==> config.mk <==
export PLATFORM = sky130hd
export DESIGN_NAME = mcfq_quant_lane
export DESIGN_NICKNAME = d
export VERILOG_FILES = /design/src/rtl/mcfq_pkg.sv /design/src/rtl/mcfq_quant_lane.sv
export SDC_FILE = /design/constraint.sdc
export NUM_CORES = 1
export LEC_CHECK = 0
export BUFFER_PORTS_ARGS = -buffer_cell sky130_fd_sc_hd__buf_4
export CAP_MARGIN = 40
export CORE_ASPECT_RATIO = 0.7
export CORE_MARGIN = 2
export CORE_UTILIZATION = 40
export DETAILED_ROUTE_END_ITERATION = 7
export GPL_TIMING_DRIVEN = 0
export PLACE_DENSITY_LB_ADDON = 0.15
export SETUP_SLACK_MARGIN = 0.15
export SYNTH_ARGS = -nofsm -noshare
export SYNTH_HDL_FRONTEND = slang
export SYNTH_SLANG_ARGS = --single-unit
==> constraint.sdc <==
create_clock -name clk -period 6.75 [get_ports clk]
set_input_delay 0.3375 -clock clk [delete_from_list [all_inputs] [get_ports clk]]
set_output_delay 0.3375 -clock clk [all_outputs]
set_load 0.03 [all_outputs]
==> src/rtl/mcfq_pkg.sv <==
// mcfq_pkg: shared constants, types and helpers for the MSDF clash fix block.
// No dependencies.
`default_nettype none

package mcfq_pkg;

  localparam int MaxWidth  = 256;
  localparam int MaxHeight = 256;
  localparam int DimW      = 9;
  localparam int PtrW      = $clog2(MaxWidth);
  localparam int ColW      = $clog2(MaxWidth);
  localparam int RowW      = $clog2(MaxHeight);
  localparam int TotalW    = $clog2(MaxWidth * MaxHeight + 1);
  localparam int PadW      = $clog2(MaxWidth + 3);
  localparam int ThrW      = 15;
  localparam int GainW     = 16;
  localparam int FifoDepth = 8;
  localparam int FifoAw    = $clog2(FifoDepth);
  localparam int CntW      = FifoAw + 1;

  localparam logic signed [33:0] HalfQ16 = 34'sd8355840;
  localparam logic signed [33:0] TopQ16  = 34'sd16711680;

  typedef enum logic [1:0] {
    REG_WIDTH  = 2'd0,
    REG_HEIGHT = 2'd1,
    REG_THRESH = 2'd2,
    REG_GAIN   = 2'd3
  } reg_idx_t;

  typedef logic [63:0] pixel_t;

  typedef struct packed {
    logic            emit;
    logic            last;
    logic [ColW-1:0] cx;
    logic [RowW-1:0] cy;
    logic [PtrW-1:0] ptr;
    pixel_t          px;
  } op_t;

  typedef struct packed {
    logic [7:0] red;
    logic [7:0] green;
    logic [7:0] blue;
    logic [7:0] tru;
    logic       clash;
    logic       last;
  } result_t;

  function automatic logic signed [15:0] chan(pixel_t px, int k);
    chan = px[16*k +: 16];
  endfunction

  function automatic logic [DimW-1:0] eff_dim(logic [DimW-1:0] v, logic [DimW-1:0] lim);
    if (v == '0) eff_dim = DimW'(1);
    else if (v > lim) eff_dim = lim;
    else eff_dim = v;
  endfunction

endpackage

`default_nettype wire

==> src/rtl/mcfq_quant_lane.sv <==
// mcfq_quant_lane: one channel of the quantizer, d*gain registered, then
// offset, clamp and floor. Depends on mcfq_pkg.
`default_nettype none

module mcfq_quant_lane (
  input  logic                       clk,
  input  logic signed [15:0]         dval,
  input  logic [mcfq_pkg::GainW-1:0] gain,
  output logic [7:0]                 level
);

  logic signed [32:0] prod;
  logic signed [33:0] sum;

  always_ff @(posedge clk) begin
    prod <= dval * $signed({1'b0, gain});
  end

  always_comb begin
    sum = {prod[32], prod} + mcfq_pkg::HalfQ16;
    if (sum < 0) level = 8'd0;
    else if (sum >= mcfq_pkg::TopQ16) level = 8'd255;
    else level = sum[23:16];
  end

endmodule

`default_nettype wire

; After elaboration in Yosys (flattened, before gate mapping)
; Index checks and enable logic that the tools add are counted.
[word_totals]
ff_bits = 33
latch_bits = 0
ram_bits = 0
rom_bits = 0
inputBits = 33
out_inout_bits = 8
wordCells = 7
memories = 0
[classes]
addsub = 1
mul = 1
n_div = 0
order_cmp = 2
eq_ne = 0
n_shift = 0
n_mux = 2
bitwise = 0
n_reduce_logical = 0
[op_table]
columns = cell, n
row1 = "33-bit by 24-bit adder with 34-bit output, second input constant", 1
row2 = "34-bit by 25-bit greater-or-equal comparator with 1-bit output, second input constant", 1
row3 = "34-bit by 1-bit less-than comparator with 1-bit output, second input constant", 1
row4 = 16-bit by 17-bit multiplier with 33-bit output, 1
row5 = 8-bit 2-to-1 mux, 2

; Logic depth before layout (Yosys ltp)
[logic_depth]
word_depth = 4
ltp_mapped = 24
mapped_depth_nobuf = 22

; Least setup slack after synthesis
; Ideal clock, no wire load.
[synth_path]
path_type = input port to flip-flop
startpoint = in dval[12]
endpoint = reg prod[32]
setup_ns = 0.123
t_arrival_ns = 5.365
path_slack_ns = 1.263
stages = 21
cell_sequence = clkbuf_1 nand2_1 fa_1 inv_1 fa_1 fa_1 fa_1 fa_1 inv_1 fa_1 inv_1 ha_1 clkbuf_1 a21oi_1 o21ai_1 nor3b_1 o21ai_1 a21oi_1 nor2_1 a41oi_1 xnor2_1
[synth_via]
elab_chain_len = 1
[synth_lines]
columns = item, line_no
row1 = from (decl), mcfq_quant_lane.sv:7  ; input logic signed [15:0] dval,
row2 = 16-bit by 17-bit multiplier with 33-bit output, mcfq_quant_lane.sv:16  ; prod <= dval * $signed({1'b0, gain});
row3 = to (signal assigned), mcfq_quant_lane.sv:16
row4 = to (decl), mcfq_quant_lane.sv:12  ; logic signed [32:0] prod;
; Every way passes these cells.

; Worst setup path after layout
[layout_path]
startpoint = in dval[4]
endpoint = reg prod[32]
; Same word-level chain as after synthesis.

==> results.md <==
- Via count: 6,932
- Area Overhead vs Synth: 8.157%
- Antenna diodes: 0
- Grt ovf: 0
- Layout cell share with drive strength beyond 1: 5.556%
- Seq cells post-synth: 18
- Multiplexer area fraction after synthesis: less than 1%
- Final GP Congestion: ~0.92
- Setup bufs post-CTS: 0
- Die width: 187.1 um
- Syn Nets: ~1,400
- CP most frequent cell: fa_1
- Commonest non-fill, non-tap cells in the layout: 255 x inv_1, 194 x fa_1, 148 x nand2_1
- Vias in the first global route: 7,041
- Number of port buffers: 40
- Dominant cell type by area after synthesis: fa_1
- Max FFs per register: 18
- Period utilisation layout: between 90% and 100%
- NumNets Final: about 1,500
- Clk sink count: 18
- Register area share after synthesis: 3.839%
- Max Fanout on Critical Path: 10
- Post-DRT Antenna Nets: 0
- Detailed Place HPWL: 22,320 um
- Multi-input logic area: ~0.0079 mm2
- Final setup margin: 0.3983 ns
- Post-synth EDFFs: 0
- Highest-delay cell along the critical path: fa_1
- Mean Syn Cell Area: 8.732 um2
- Area contributors post-synth: fa_1 41%, ha_1 16%, inv_1 10%
- Cell variety after synth: 52
- YS warnings: 0
- First-pass GRT wire length: 40,810 um
- Buffers & Inverters on Critical Path: 6
- Synth top area share: 41.38%
- Worst hold path type: primary input to register
- Hold-fix buffers at CTS: 0
- Die height: around 130 um
- DRC: 0
- Clock Tree Root: clkbuf_16
- Cells along the critical path: buf_4, clkbuf_1, and2_1, fa_1, inv_1, fa_1, fa_1, inv_1, fa_1, fa_1, inv_1, fa_1, inv_1, ha_1, a21o_1, a21oi_1, nor3b_1, o21ai_1, a21oi_1, nor2_1, a41oi_1, xnor2_1
- Synth Area in Adders: 57.77%
- Setup_tns: 0 ns
- Num CTS Buffers: 3
- Critical Path AT: 6.51 ns
- Number of setup violations in the final report: 0
- Slew HR: a little over half
- Clock-pin transition on the worst setup and hold timing paths: 0.05 ns
- Crit-path max cell delay: 0.60 ns
- Iter 0 DRT Violations: 489
- Synth Area in XOR/XNOR: 2.333%
- Outcome: completed
- # fillers: between 2,000 and 2,500
- Critical path type: primary input to register
- Simple-Gate Fraction of Synth Area: between 10% and 20%
- Resized cells post-CTS: 0
- Core Util, Final: 44.43%
- Main synth FF type: dfxtp_1
- # IOs: 41
- Clock buffer depth: 2
- Largest family of logic cells by synthesized area: adder cells
- Startpoint Class: primary input
- CTS tree: built
- FMAX: about 160 MHz
- Critical path's top delay family: adder cells
- Core area: between 0.02 and 0.025 mm2
- Final Hold Vio Count: 0
- 1st-pass router iterations: 5
- Most flop-heavy register: prod
- Final worst path period need: 6.352 ns
- Commonest non-fill, non-tap cell in the layout: inv_1
- Cells after synthesis: 1,075
- Crit end category: register
- Routed WL per cell: 17.89 um
- Max Slew Vio Count: 0
- Initial Utilization: 41.08%
- # H-tree levels: 1
- Final wirelength: 25,550 um
- Finished Layout Cells: 1,428
- Post-synth design cell area: 0.009387 mm2
- Async S/R FF share, synth: 0%
- FF+latch area: 360.3 um2
- Biggest regs: prod (18)
- Worst Max-Slew Pin Slew: approximately 0.7 ns
- Dpl cells: approximately 1,400
- Die area: 0.02473 mm2
- Maxcap violations: 0
- Initial antenna violation count: 0
- RSZ-0062 raised after global routing: no
- Compound-Gate Fraction of Synth Area: 5.998%
- CP Data Required Time: ~7 ns
- DP Worst Slack: 0.2231 ns
- DR vias/cell: 4.854
- Rows: 46
- Largest net degree at the start of global routing: 11
- GRT Total Usage: about 22%
==> final cells by class <==
type | count | share of cell area [%]
Inverter | 257 | 9.539
Sequential cell | 18 | 3.549
Clock buffer | 3 | 0.7395
Tap cell | 312 | 3.845
Buffer | 34 | 1.319
Multi-Input combinational cell | 764 | 78.05
Timing Repair Buffer | 40 | 2.958
==> cell usage after synthesis, drive strengths merged, types with 11 or more instances <==
cell	n
inv	256
fa	194
nand2	148
ha	123
and2	114
clkbuf	35
a21oi	29
nor2	24
dfxtp	18
xnor2	18
o21ai	17
nand2b	13
a31oi	11
==> routing by layer <==
metal,GRT usage (%),vias to the layer above,wire (um)
li1,-,3319,-
met1,36.79,3385,13890
met2,27.16,218,8984
met3,5.989,10,2575
met4,0.9700,0,98
met5,0,-,0
==> cells by family after synthesis <==
logic type	Yosys count
flops	18
compound gates	84
simple gates	337
fa+ha+maj	317
xor+xnor	25
buf+inv	293
mux	1
==> path summary, 6_finish.rpt <==
path	from	end	slack [ns]	cells after the start
max	dval[4]	prod[32]	0.40	22
min	dval[15]	prod[32]	0.89	5
==> metrics by stage <==
step           hold slack [ns]  instance area [um2]
2_1_floorplan           0.8116                 9387
3_3_place_gp             1.031                10080
3_5_place_dp             1.035                10080
4_1_cts                 0.8832                10150
5_1_grt                 0.9305                10150
6_report                0.8929                10150
Power is not shown: default switching activity piles up to over one toggle a cycle in this logic, so the estimate is an artifact.
