==> config.mk <==
export PLATFORM = sky130hd
export DESIGN_NAME = mcfq_clash_lane
export DESIGN_NICKNAME = d
export VERILOG_FILES = /design/src/rtl/mcfq_pkg.sv /design/src/rtl/mcfq_clash_lane.sv
export SDC_FILE = /design/constraint.sdc
export NUM_CORES = 1
export LEC_CHECK = 0
export BUFFER_PORTS_ARGS = -buffer_cell sky130_fd_sc_hd__buf_4
export CORE_MARGIN = 3
export CORE_UTILIZATION = 60
export DETAILED_ROUTE_END_ITERATION = 7
export GPL_TIMING_DRIVEN = 0
export PLACE_DENSITY_LB_ADDON = 0.08
export SYNTH_ARGS = -nofsm -noshare
export SYNTH_HDL_FRONTEND = slang
export SYNTH_SLANG_ARGS = --single-unit
==> constraint.sdc <==
create_clock -name vclk -period 11.3
set_clock_uncertainty 0.15 [all_clocks]
set_input_delay 0.565 -clock vclk [all_inputs]
set_output_delay 0.565 -clock vclk [all_outputs]
set_load 0.005 [all_outputs]
==> src/rtl/mcfq_pkg.sv <==
// mcfq_pkg: shared constants, types and helpers for the MSDF clash fix block.
// No dependencies.
`default_nettype none

package mcfq_pkg;

  localparam int MaxWidth  = 256;
  localparam int MaxHeight = 256;
  localparam int DimW      = 9;
  localparam int PtrW      = $clog2(MaxWidth);
  localparam int ColW      = $clog2(MaxWidth);
  localparam int RowW      = $clog2(MaxHeight);
  localparam int TotalW    = $clog2(MaxWidth * MaxHeight + 1);
  localparam int PadW      = $clog2(MaxWidth + 3);
  localparam int ThrW      = 15;
  localparam int GainW     = 16;
  localparam int FifoDepth = 8;
  localparam int FifoAw    = $clog2(FifoDepth);
  localparam int CntW      = FifoAw + 1;

  localparam logic signed [33:0] HalfQ16 = 34'sd8355840;
  localparam logic signed [33:0] TopQ16  = 34'sd16711680;

  typedef enum logic [1:0] {
    REG_WIDTH  = 2'd0,
    REG_HEIGHT = 2'd1,
    REG_THRESH = 2'd2,
    REG_GAIN   = 2'd3
  } reg_idx_t;

  typedef logic [63:0] pixel_t;

  typedef struct packed {
    logic            emit;
    logic            last;
    logic [ColW-1:0] cx;
    logic [RowW-1:0] cy;
    logic [PtrW-1:0] ptr;
    pixel_t          px;
  } op_t;

  typedef struct packed {
    logic [7:0] red;
    logic [7:0] green;
    logic [7:0] blue;
    logic [7:0] tru;
    logic       clash;
    logic       last;
  } result_t;

  function automatic logic signed [15:0] chan(pixel_t px, int k);
    chan = px[16*k +: 16];
  endfunction

  function automatic logic [DimW-1:0] eff_dim(logic [DimW-1:0] v, logic [DimW-1:0] lim);
    if (v == '0) eff_dim = DimW'(1);
    else if (v > lim) eff_dim = lim;
    else eff_dim = v;
  endfunction

endpackage

`default_nettype wire

==> src/rtl/mcfq_clash_lane.sv <==
// mcfq_clash_lane: sign clash test of the center pixel against one neighbor.
// Depends on mcfq_pkg.
`default_nettype none

module mcfq_clash_lane (
  input  mcfq_pkg::pixel_t          center,
  input  mcfq_pkg::pixel_t          nbr,
  input  logic [mcfq_pkg::ThrW-1:0] thr,
  input  logic                      en,
  output logic                      hit
);

  always_comb begin
    logic signed [16:0] ca;
    logic signed [16:0] cb;
    logic [16:0] ma;
    logic [16:0] mb;
    logic [2:0] hits;
    hits = '0;
    for (int k = 0; k < 4; k++) begin
      ca = 17'(mcfq_pkg::chan(center, k));
      cb = 17'(mcfq_pkg::chan(nbr, k));
      ma = ca[16] ? 17'(-ca) : 17'(ca);
      mb = cb[16] ? 17'(-cb) : 17'(cb);
      if ((ma >= 17'(thr) || mb >= 17'(thr)) && (ca[16] != cb[16])) begin
        hits = hits + 3'd1;
      end
    end
    hit = en && (hits >= 3'd2);
  end

endmodule

`default_nettype wire

# Word-level counts from Yosys, hierarchy flattened
# Cells that the tools add are included.
dict set report totals {
  reg_bits 0
  input_bits 144
  output_inout_bits 1
  elab_cells 45
}
dict set report classes {
  n_addsub 11
  order_cmp 9
  eq_ne 4
  n_mux 12
  reduce_logical 9
}
# cell n
set op_table {}
lappend op_table {{17-bit by 15-bit >= comparator with 1-bit output} 8}
lappend op_table {{17-bit 2-to-1 mux} 8}
lappend op_table {{16-bit negator with 17-bit output} 8}
lappend op_table {{3-bit by 1-bit adder with 3-bit output, second input constant} 3}
lappend op_table {{3-bit 2-to-1 mux} 3}
lappend op_table {{1-bit logical AND} 5}
lappend op_table {{1-bit logical OR} 4}
lappend op_table {{1-bit inequality test} 4}
lappend op_table {{3-bit by 2-bit >= comparator with 1-bit output, second input constant} 1}
lappend op_table {{1-bit 2-to-1 mux} 1}

# Longest topological paths before layout
dict set report logic_depth {
  depth_word 14
  ltp_mapped 20
  depth_no_buf 20
}

# Worst setup path before layout
# Ideal clock, no wire load.
dict set report synth_timing {
  path_kind {input -> output}
  start {input center[4]}
  end {output hit}
  t_arrival_ns 4.571
  t_required_ns 10.585
  path_slack_ns 6.014
  cell_stages 19
  path_buffers 0
  cell_sequence {or3_1 -> or3_1 -> or4_1 -> o21ai_0 -> xnor2_1 -> ha_1 -> a21o_1 -> a21oi_1 -> nor2b_1 -> o21ai_0 -> nand2_1 -> a211oi_1 -> o31a_1 -> o22ai_1 -> ha_1 -> xnor2_1 -> ha_1 -> nor3_1 -> a211oi_2}
}
dict set report synth_between {
  elab_chain_len 14
}
# element line_no
set synth_lines {}
lappend synth_lines {{start, declared} mcfq_clash_lane.sv:6} ;# input mcfq_pkg::pixel_t center,
lappend synth_lines {{16-bit negator with 17-bit output} mcfq_clash_lane.sv:23} ;# ma = ca[16] ? 17'(-ca) : 17'(ca);
lappend synth_lines {{17-bit 2-to-1 mux *} mcfq_clash_lane.sv:23}
lappend synth_lines {{17-bit by 15-bit >= comparator with 1-bit output *} mcfq_clash_lane.sv:25} ;# if ((ma >= 17'(thr) || mb >= 17'(thr)) && (ca[16] != cb[16])) begin
lappend synth_lines {{1-bit logical OR *} mcfq_clash_lane.sv:25}
lappend synth_lines {{1-bit logical AND *} mcfq_clash_lane.sv:25}
lappend synth_lines {{1-bit 2-to-1 mux *} mcfq_clash_lane.sv:25}
lappend synth_lines {{3-bit by 1-bit adder with 3-bit output} mcfq_clash_lane.sv:26} ;# hits = hits + 3'd1;
lappend synth_lines {{3-bit 2-to-1 mux *} mcfq_clash_lane.sv:25}
lappend synth_lines {{3-bit by 1-bit adder with 3-bit output} mcfq_clash_lane.sv:26}
lappend synth_lines {{3-bit 2-to-1 mux *} mcfq_clash_lane.sv:25}
lappend synth_lines {{3-bit by 1-bit adder with 3-bit output} mcfq_clash_lane.sv:26}
lappend synth_lines {{3-bit 2-to-1 mux *} mcfq_clash_lane.sv:25}
lappend synth_lines {{3-bit by 2-bit >= comparator with 1-bit output *} mcfq_clash_lane.sv:29} ;# hit = en && (hits >= 3'd2);
lappend synth_lines {{1-bit logical AND *} mcfq_clash_lane.sv:29}
lappend synth_lines {{end, declared} mcfq_clash_lane.sv:10} ;# output logic hit
# Mark *: on every way between the ends. The rest lies on a longest branch, timed or not.

# Final worst setup path
# Same ends and word-level chain as after synthesis.

==> impl_metrics.csv <==
group,metric,value,unit
grt,grt_use_total,29.2,%
timing,finalMaxSlewViolations,0,
die,rows,32,
grt,grt_pass1_vias,5520,
placed_design,place_congestion,0.918,
timing,rsz0062_at_grt,"no",
critical_path,worst_ep_required_time,10590,ps
die,io_pins,145,
cells_and_area,layoutNonFillerInstCount,897,
run_status,outcome,"completed",
cells_and_area,area_delta_synth_final,23.3,%
job,drv_cap,0,
cts,cts_hold_buffers,0,
critical_path,crit_path_cell_trace,"buf_4, or3_1, or3_1, or4_1, o21ai_0, xnor2_1, ha_1, a21o_1, a21oi_1, nor2b_1, o21ai_0, nand2_1, a211oi_1, o31a_1, o22ai_1, ha_1, xnor2_1, ha_1, nor3_1, a211oi_2, buf_4",
cells_and_area,layout_common_cells,"139 x buf_4, 131 x ha_1, 100 x xnor2_1",
timing,fin_crit,5990,ps
cells_and_area,antenna_cells,0,
detailed_routing,drc,0,
critical_path,arrival,5280,ps
cts,cts_resized,0,
die,core,0.00793,mm^2
logic_synthesis,synth_cells,656,
timing,setup_viol,0,
critical_path,cp-start-kind,"input port",
detailed_routing,drtPass1Iterations,4,
pwr,irDropWorstVdd,0.0000229,V
worst_hold_path,hold_class,"input port to primary output",
pwr,cellPowerDensity,45.7,mW/mm^2
cells_and_area,clkbuf_count,0,
die,die_x,97.5,um
detailed_routing,detail_route.wl_per_cell,16.8,um
logic_synthesis,ys.warnings.count,0,
timing,fin_crit_sh,53.0,%
grt,grt_overflow,0,
cells_and_area,layout-drive-gt1-share,18.6,%
logic_synthesis,avgSynthCellArea,7.66,um^2
die,initial_core_util,63.4,%
timing,setup_tns,0,ps
critical_path,critPathMostFrequentCell,"ha_1",
detailed_routing,viasPerCell,6.33,
die,chipHeight,97.5,um
logic_synthesis,syn_area,0.00502,mm^2
detailed_routing,vias,5681,
cts,post-cts-setup-buffers,0,
timing,max-slew-margin-rel,54.8,%
critical_path,critPathBufInv,2,
timing,fmax,0.167,GHz
critical_path,cpPeakStageDelay,540,ps
logic_synthesis,seq_area_frac_synth,0,%
detailed_routing,postRouteAntennaNets,0,
grt,grt_pass1_wl,23.9,mm
grt,antenna_found_initial,0,
cells_and_area,seq_cell_count,0,
timing,hold_viol,0,
placed_design,dp_cells,897,
detailed_routing,drtIter0Drc,223,
cells_and_area,final_util,78.2,%
cells_and_area,register_area,0,um^2
cells_and_area,layout_commonest_cell,"buf_4",
timing,tightest_slew,661,ps
critical_path,crit_type,"input port to primary output",
die,die-area,0.00951,mm^2
detailed_routing,wl,15.0,mm
placed_design,port-buffer-count,139,
grt,grt_max_degree,11,
cells_and_area,num-nets-final,1072,
logic_synthesis,ys_types,49,
placed_design,hpwl,12.6,mm
critical_path,slowest_stage,"or4_1",
critical_path,crit_family,"simple AND/OR/NAND/NOR gates",
pwr,leakage,2.82,nW
critical_path,cp_max_fo,4,
critical_path,cp-end-kind,"primary output",
logic_synthesis,syn_nets,931,
## final timing paths
kind / slack (ps) / to / cells after the start / start
worst max-delay path: 5310 / hit / 21 / center[4]
worst min-delay path: 1330 / hit / 4 / en
## stage by stage
| stage | hold WS (ps) | power [W] | setup slack (ps) | instance area [um^2] |
|---|---|---|---|---|
| 2_1_floorplan | 1060 | 0.000178 | 6010 | 5020 |
| 3_3_place_gp | 1320 | 0.000261 | 5460 | 6200 |
| 3_5_place_dp | 1330 | 0.000279 | 5330 | 6200 |
| 4_1_cts | 1330 | 0.000281 | 5320 | 6200 |
| 5_1_grt | 1340 | 0.000318 | 4940 | 6200 |
| 6_report | 1330 | 0.000283 | 5310 | 6200 |
## layout make-up
cell class / count / area (um^2)
plain buffers: 14 / 52.6
fillers: 595 / 1730
inverters: 39 / 146
multi-input cells: 603 / 4830
well taps: 102 / 128
repair buffers: 139 / 1040
## kinds of logic after synthesis
kind of cell / after synthesis / synth area share, %
xor+xnor: 109 / 19.0
compound gates: 196 / 26.2
fa+ha+maj: 131 / 32.6
simple gates: 167 / 18.2
buf+inv: 53 / 3.96
## synth_stat cells, types with 2 or more instances
master,number,area (um^2)
nor4b_1,5,43.8
nor2_1,14,52.6
inv_1,39,146
a211oi_2,2,25.0
nand2_1,55,206
nor4_1,5,31.3
o2111ai_1,2,17.5
o21ai_0,65,325
a21oi_1,24,120
ha_1,131,1640
a211oi_1,13,97.6
nor3_1,4,20.0
nand2b_1,20,125
xnor2_1,100,876
nand4_1,6,37.5
clkbuf_1,14,52.6
o41ai_1,18,158
nor2b_1,7,43.8
o211ai_1,5,37.5
a2111oi_0,4,35.0
nand3_1,11,55.1
a21o_1,15,113
xor2_1,9,78.8
o22ai_1,2,12.5
or4_4,3,33.8
o2111a_1,2,22.5
or4_1,17,128
o31ai_1,31,233
or3_1,13,81.3
## power breakdown
group | leakage (nW) | switching [W] | internal, W
clock network | 0 | 0 | 0
registers | 0 | 0 | 0
logic | 2.82 | 0.000145 | 0.000138
total | 2.82 | 0.000145 | 0.000138
## layer usage
layer / routed length, um / vias up / share of wire (%) / global-route usage (%)
met5: 0 / - / 0 / 0
met4: 454 / 0 / 3.0 / 9.58
met3: 1090 / 42 / 7.2 / 2.73
met2: 7600 / 244 / 51 / 54.1
met1: 5900 / 2614 / 39 / 34.8
li1: - / 2781 / - / -
No activity file was read; power rests on OpenSTA's default activity.
